==> config.mk <==
export PLATFORM = sky130hd
export DESIGN_NAME = rcpg_mul
export DESIGN_NICKNAME = d
export VERILOG_FILES = /design/src/rtl/replacement_curve_point_generator_defines.svh /design/src/rtl/rcpg_pkg.sv /design/src/rtl/rcpg_mul.sv
export SDC_FILE = /design/constraint.sdc
export NUM_CORES = 1
export LEC_CHECK = 0
export BUFFER_PORTS_ARGS = -buffer_cell sky130_fd_sc_hd__clkbuf_2
export CORE_MARGIN = 2
export CORE_UTILIZATION = 60
export CTS_CLUSTER_SIZE = 8
export DETAILED_ROUTE_END_ITERATION = 7
export PLACE_DENSITY = 0.86
export SLEW_MARGIN = 20
export SYNTH_ARGS = -nofsm -noshare
export SYNTH_HDL_FRONTEND = slang
export SYNTH_SLANG_ARGS = --single-unit
==> constraint.sdc <==
create_clock -name i_clk -period 30.9 [get_ports i_clk]
set_input_delay 9.27 -clock i_clk [delete_from_list [all_inputs] [get_ports i_clk]]
set_output_delay 9.27 -clock i_clk [all_outputs]
set_load 0.02 [all_outputs]
==> src/rtl/replacement_curve_point_generator_defines.svh <==
// Assertion macros shared by the curve point generator.
`ifndef REPLACEMENT_CURVE_POINT_GENERATOR_DEFINES_SVH
`define REPLACEMENT_CURVE_POINT_GENERATOR_DEFINES_SVH
// Implication checked at every rising clock edge outside reset.
`define RCPG_ASSERT_IMP(label, clk, rst_n, ante, cons, msg) \
    label: assert property (@(posedge clk) disable iff (!rst_n) (ante) |-> (cons)) \
        else $error(msg);
// Implication whose consequence is checked in the cycle after the antecedent.
`define RCPG_ASSERT_NEXT(label, clk, rst_n, ante, cons, msg) \
    label: assert property (@(posedge clk) disable iff (!rst_n) (ante) |=> (cons)) \
        else $error(msg);
`endif

==> src/rtl/rcpg_pkg.sv <==
// ----------------------------------------------------------------------------
// rcpg_pkg
// Types and constants of the curve point generator.
// ----------------------------------------------------------------------------
package rcpg_pkg;
    localparam int TableDepth = 512;
    localparam int MaxLevels  = 16;
    localparam int CoordWidth = 32;
    localparam int FracBits   = 24;
    localparam int OutWidth   = 32;

    localparam logic [1:0] CMD_LOAD    = 2'd0;
    localparam logic [1:0] CMD_RESTART = 2'd1;
    localparam logic [1:0] CMD_NEXT    = 2'd2;
    localparam logic [1:0] CMD_UNUSED  = 2'd3;

    localparam logic REG_STEP_COUNT  = 1'b0;
    localparam logic REG_DEPTH_LIMIT = 1'b1;

    // States of the shared multiplier.
    typedef enum logic [1:0] {
        MUL_IDLE,
        MUL_RUN,
        MUL_DONE
    } t_mul_state;

    // Sequencer states.
    typedef enum logic [4:0] {
        ST_IDLE,
        ST_CHECK,
        ST_READ,
        ST_WAIT,
        ST_M_DY,
        ST_M_UXCX,
        ST_M_UYCY,
        ST_M_UYCX,
        ST_M_UXCY,
        ST_M_UXDX,
        ST_M_UYDY,
        ST_M_UYDX,
        ST_M_UXDY,
        ST_M_SCALE,
        ST_COMMIT,
        ST_OUT
    } t_seq_state;
endpackage

==> src/rtl/rcpg_mul.sv <==
// ----------------------------------------------------------------------------
// rcpg_mul
// Shared saturating fixed-point multiplier: magnitudes are multiplied in
// 16 by 16 bit partial products, one per cycle, then rounded and saturated.
// ----------------------------------------------------------------------------
module rcpg_mul #(
    parameter int CoordWidth = rcpg_pkg::CoordWidth
) (
    input  logic                         i_clk,
    input  logic                         i_rst_n,
    input  logic                         i_start,
    input  logic signed [CoordWidth-1:0] i_a,
    input  logic signed [CoordWidth-1:0] i_b,
    output logic                         o_done,
    output logic signed [CoordWidth-1:0] o_p
);
    localparam int Chunks = (CoordWidth + 15) / 16;
    localparam int MagW   = Chunks * 16;
    localparam int ProdW  = 2 * MagW;
    localparam int Steps  = Chunks * Chunks;
    localparam int CntW   = $clog2(Steps + 1);
    localparam int ChW    = (Chunks > 1) ? $clog2(Chunks) : 1;

    rcpg_pkg::t_mul_state r_state, n_state;
    logic [CntW-1:0]  r_cnt, n_cnt;
    logic [ChW-1:0]   r_ia, n_ia, r_ib, n_ib;
    logic [MagW-1:0]  r_ma, r_mb;
    logic             r_neg;
    logic [ProdW-1:0] r_acc, n_acc;

    logic [ChW-1:0]   w_ia, w_ib;
    logic [15:0]      w_pa, w_pb;
    logic [31:0]      w_prod;
    logic [ProdW-1:0] w_part;
    logic [ProdW-1:0] w_rnd;
    logic [ProdW-1:0] w_m;
    logic             w_over;
    logic signed [CoordWidth-1:0] w_res;

    function automatic logic [MagW-1:0] f_mag(input logic signed [CoordWidth-1:0] v);
        logic [MagW-1:0] e;
        e = MagW'(v);
        if (v[CoordWidth-1]) begin
            e = ~e + 1'b1;
        end
        return e;
    endfunction

    // Pick the chunk pair of the current step.
    assign w_ia   = r_ia;
    assign w_ib   = r_ib;
    assign w_pa   = r_ma[w_ia*16 +: 16];
    assign w_pb   = r_mb[w_ib*16 +: 16];
    assign w_prod = w_pa * w_pb;
    assign w_part = ProdW'(w_prod) << (16 * (int'(w_ia) + int'(w_ib)));

    // Round, then saturate to the coordinate range.
    assign w_rnd  = r_acc + (ProdW'(1) << (rcpg_pkg::FracBits - 1));
    assign w_m    = w_rnd >> rcpg_pkg::FracBits;
    assign w_over = |w_m[ProdW-1:CoordWidth-1];
    always_comb begin
        if (r_neg) begin
            w_res = w_over ? {1'b1, {(CoordWidth-1){1'b0}}}
                           : CoordWidth'(-$signed({1'b0, w_m[CoordWidth-2:0]}));
        end else begin
            w_res = w_over ? {1'b0, {(CoordWidth-1){1'b1}}}
                           : CoordWidth'(w_m[CoordWidth-2:0]);
        end
    end

    // Sequencer of the partial products.
    always_comb begin
        n_state = r_state;
        n_cnt   = r_cnt;
        n_ia    = r_ia;
        n_ib    = r_ib;
        n_acc   = r_acc;
        case (r_state)
            rcpg_pkg::MUL_IDLE: begin
                if (i_start) begin
                    n_state = rcpg_pkg::MUL_RUN;
                    n_cnt   = '0;
                    n_ia    = '0;
                    n_ib    = '0;
                    n_acc   = '0;
                end
            end
            rcpg_pkg::MUL_RUN: begin
                n_acc = r_acc + w_part;
                n_cnt = r_cnt + 1'b1;
                if (r_ib == ChW'(Chunks - 1)) begin
                    n_ib = '0;
                    n_ia = r_ia + 1'b1;
                end else begin
                    n_ib = r_ib + 1'b1;
                end
                if (r_cnt == CntW'(Steps - 1)) begin
                    n_state = rcpg_pkg::MUL_DONE;
                end
            end
            rcpg_pkg::MUL_DONE: begin
                n_state = rcpg_pkg::MUL_IDLE;
            end
            default: n_state = rcpg_pkg::MUL_IDLE;
        endcase
    end

    always_ff @(posedge i_clk) begin
        if (!i_rst_n) begin
            r_state <= rcpg_pkg::MUL_IDLE;
            r_cnt   <= '0;
            r_ia    <= '0;
            r_ib    <= '0;
        end else begin
            r_state <= n_state;
            r_cnt   <= n_cnt;
            r_ia    <= n_ia;
            r_ib    <= n_ib;
        end
    end

    // Operand capture and accumulator.
    always_ff @(posedge i_clk) begin
        r_acc <= n_acc;
        if (r_state == rcpg_pkg::MUL_IDLE && i_start) begin
            r_ma  <= f_mag(i_a);
            r_mb  <= f_mag(i_b);
            r_neg <= i_a[CoordWidth-1] ^ i_b[CoordWidth-1];
        end
    end

    assign o_done = (r_state == rcpg_pkg::MUL_DONE);
    assign o_p    = w_res;
endmodule

==> run summary <==
status: completed
1st-pass router iterations: 8
Reg2Reg Setup Slack: 18.79 ns
row count: 68
Post CTS Setup Buffer Count: 0
Resize count post-CTS: 0
vias per inst: 6.287
Total Wirelength: 60.41 mm
Seq/Total Area, Yosys: 19.18%
ys async rst share: 0%
Post-synth EDFFs: 129
total track usage: 33.87%
Final Cell Area: 0.02241 mm^2
vias in the first global route: 18280
register area: 0.004014 mm^2
CORE AREA: 0.03446 mm^2
# setup viols final: 0
FMAX: 74.31 MHz
Rel. slew slack: 24.18%
crit-path max FO: 18
CTS H-Tree Depth: 4
syn_nets: 2876
max cap viols: 0
Final #Nets: 2927
global placer's final weighted congestion: 0.9688
worst hold path class: flip-flop to flip-flop
TritonCTS clock tree: built
Hold Crit Endpoint: r_cnt[1]$_SDFFE_PN0P_
RSZ-0062 raised after global routing: no
syn avg cell area: 8.577 um^2
most common cell after layout, fill and taps aside: inv_1
clock sinks: 136
Worst Path Buf+Inv: 1
Placed Instance Area: 0.02183 mm^2
DRT iter0 DRCs: 1668
root cell of the clock tree: clkbuf_16
Final Max Tran Viols: 0
CP endpoint kind: output pin
initial antenna violation count: 1
Hold Path Stages: 2
synth unique cells: 79
synthesized area: 0.02093 mm^2
Critical Path Start Type: flip-flop
multi-input logic area: 0.01553 mm^2
commonest non-fill, non-tap cells in the layout: 273 x inv_1, 262 x nor2_1, 254 x nand2_1
final worst clock skew: 0.01527 ns
drt drc: 0
Port Buffer Count: 99
Longest Clk Path Bufs: 2
final worst path period share: 43.55%
final hold violations: 0
CP Data Required Time: 21.63 ns
R2R Path End: r_acc[56]$_SDFFCE_PN0P_
Most used DFF post-synth: edfxtp_1
Via Count: 18620
post-route ant nets: 0
per-cell routed wire length: 20.40 um
pin count of the biggest net entering global routing: 66
number of synthesized register bits: 136
CTS Buf Count: 17
share of cells above drive strength 1: 9.465%
Remaining Overflow, GRT: 0
number of synthesis warnings: 0
CP Class: flip-flop to output pin
Ports: 100
Initial Util: 60.73%
CP delay by family, top: simple AND/OR/NAND/NOR gates
CP most frequent cell: nand4_1
Worst Max-Slew Pin Slew: 1.106 ns
R2R cell count: 35
area grow syn2layout: 7.061%
cell count after synthesis: 2440
min cycle time layout: 13.46 ns
post-detail-place hpwl: 48.17 mm
later-pin clock latency in the skew report: 0.48 ns
total negative slack: 0 ns
die height: 190.8 um
CP peak stage delay: 0.56 ns
first-pass GRT wire length: 95.73 mm
critical path cell sequence: and3_1, nand4_1, nor3_1, and4_1, nand4_1, a22oi_1, or3_1, nor2_4, a31o_2, a221oi_1, clkbuf_2
hold_sp: r_cnt[1]$_SDFFE_PN0P_
Die X: 190.8 um
Hold-fix buffers, CTS: 0
clk slew on worst S/H paths: 0.06 ns
Arr. time, crit path: 4.19 ns
reg2reg start: r_ia$_SDFFE_PN0P_
fill cell count: 2837
slowest stage cell on the critical path: or3_1
DIE AREA: 0.03639 mm^2
## through the flow
stage / std cells / setup WS [ns] / util, % / hold WS [ns]
floorplan: 2440 / 18.47 / - / 0.4581
global placement: 2927 / 18.08 / 63.33 / 0.4654
detailed placement: 2927 / 17.95 / 63.34 / 0.5063
CTS: 2959 / 17.45 / 64.99 / 0.5149
global route: 2959 / 17.14 / 65.01 / 0.5552
finish: 2961 / 17.44 / 65.02 / 0.5159
## tightest hold or removal path: cells and delay by family (launching register included)
family	cells	cell delay (ns)
compound gates	1	0.07
flops	1	0.32
simple gates	1	0.07
## flip-flops by register name, indices dropped and copies added (netlist names)
signal,cells
r_acc,64
r_cnt,3
r_ia,1
r_ib,1
r_ma,32
r_mb,32
r_neg,1
r_state,2
## Yosys cell counts (36+ instances only)
library cell	count	area, um^2
nor2_1	262	983.4
xor2_1	64	560.5
clkbuf_1	77	289.0
edfxtp_1	129	3874
mux2i_1	44	440.4
inv_1	274	1028
a21o_1	74	555.5
nand2_1	255	957.2
ha_1	174	2177
o21ai_0	98	490.5
fa_1	195	3904
xnor2_1	104	910.9
a21oi_1	125	625.6
nand3_1	41	205.2
nand4_1	41	256.5
nor3_1	40	200.2
and2_1	36	225.2
## area by class of cell
| cell class | instances | area share (%) |
|---|---|---|
| Multi-Input combinational cell | 1937 | 69.34 |
| Sequential cell | 136 | 17.91 |
| Inverter | 275 | 4.607 |
| Timing Repair Buffer | 124 | 3.049 |
| Tap cell | 455 | 2.541 |
| Clock buffer | 18 | 1.915 |
| Clock inverter | 14 | 0.6143 |
| Antenna cell | 2 | 0.02234 |
## layer usage
metal  vias up  track usage, %  part of all wire (%)
met4         0           16.43                   4.5
met2       938           56.13                    47
met3       201           6.791                   9.3
met5         -               0                     0
li1       8499               -                     -
met1      8977           42.31                    39
## worst max-delay path by stage
stage | to | cells past startpoint | start
global placement | o_p[26] | 11 | r_acc[30]$_SDFFCE_PN0P_
floorplan | o_p[26] | 11 | r_acc[23]$_SDFFCE_PN0P_
detailed placement | o_p[26] | 11 | r_acc[30]$_SDFFCE_PN0P_
global route | o_p[26] | 11 | r_acc[24]$_SDFFCE_PN0P_
CTS | o_p[26] | 11 | r_acc[30]$_SDFFCE_PN0P_
finish | o_p[26] | 11 | r_acc[30]$_SDFFCE_PN0P_
## cell families after synthesis
logic type,synth area share [%]
adders and majority gates,29.06
buffers and inverters,6.666
and+or+nand+nor,18.79
AOI/OAI and AO/OA,15.45
DFF,19.18
xor gates and xnor gates,7.031
muxes,3.826
Power is left out: the tool's default activity adds up to more than one toggle a clock period on the data nets, which glitch-free logic cannot reach.
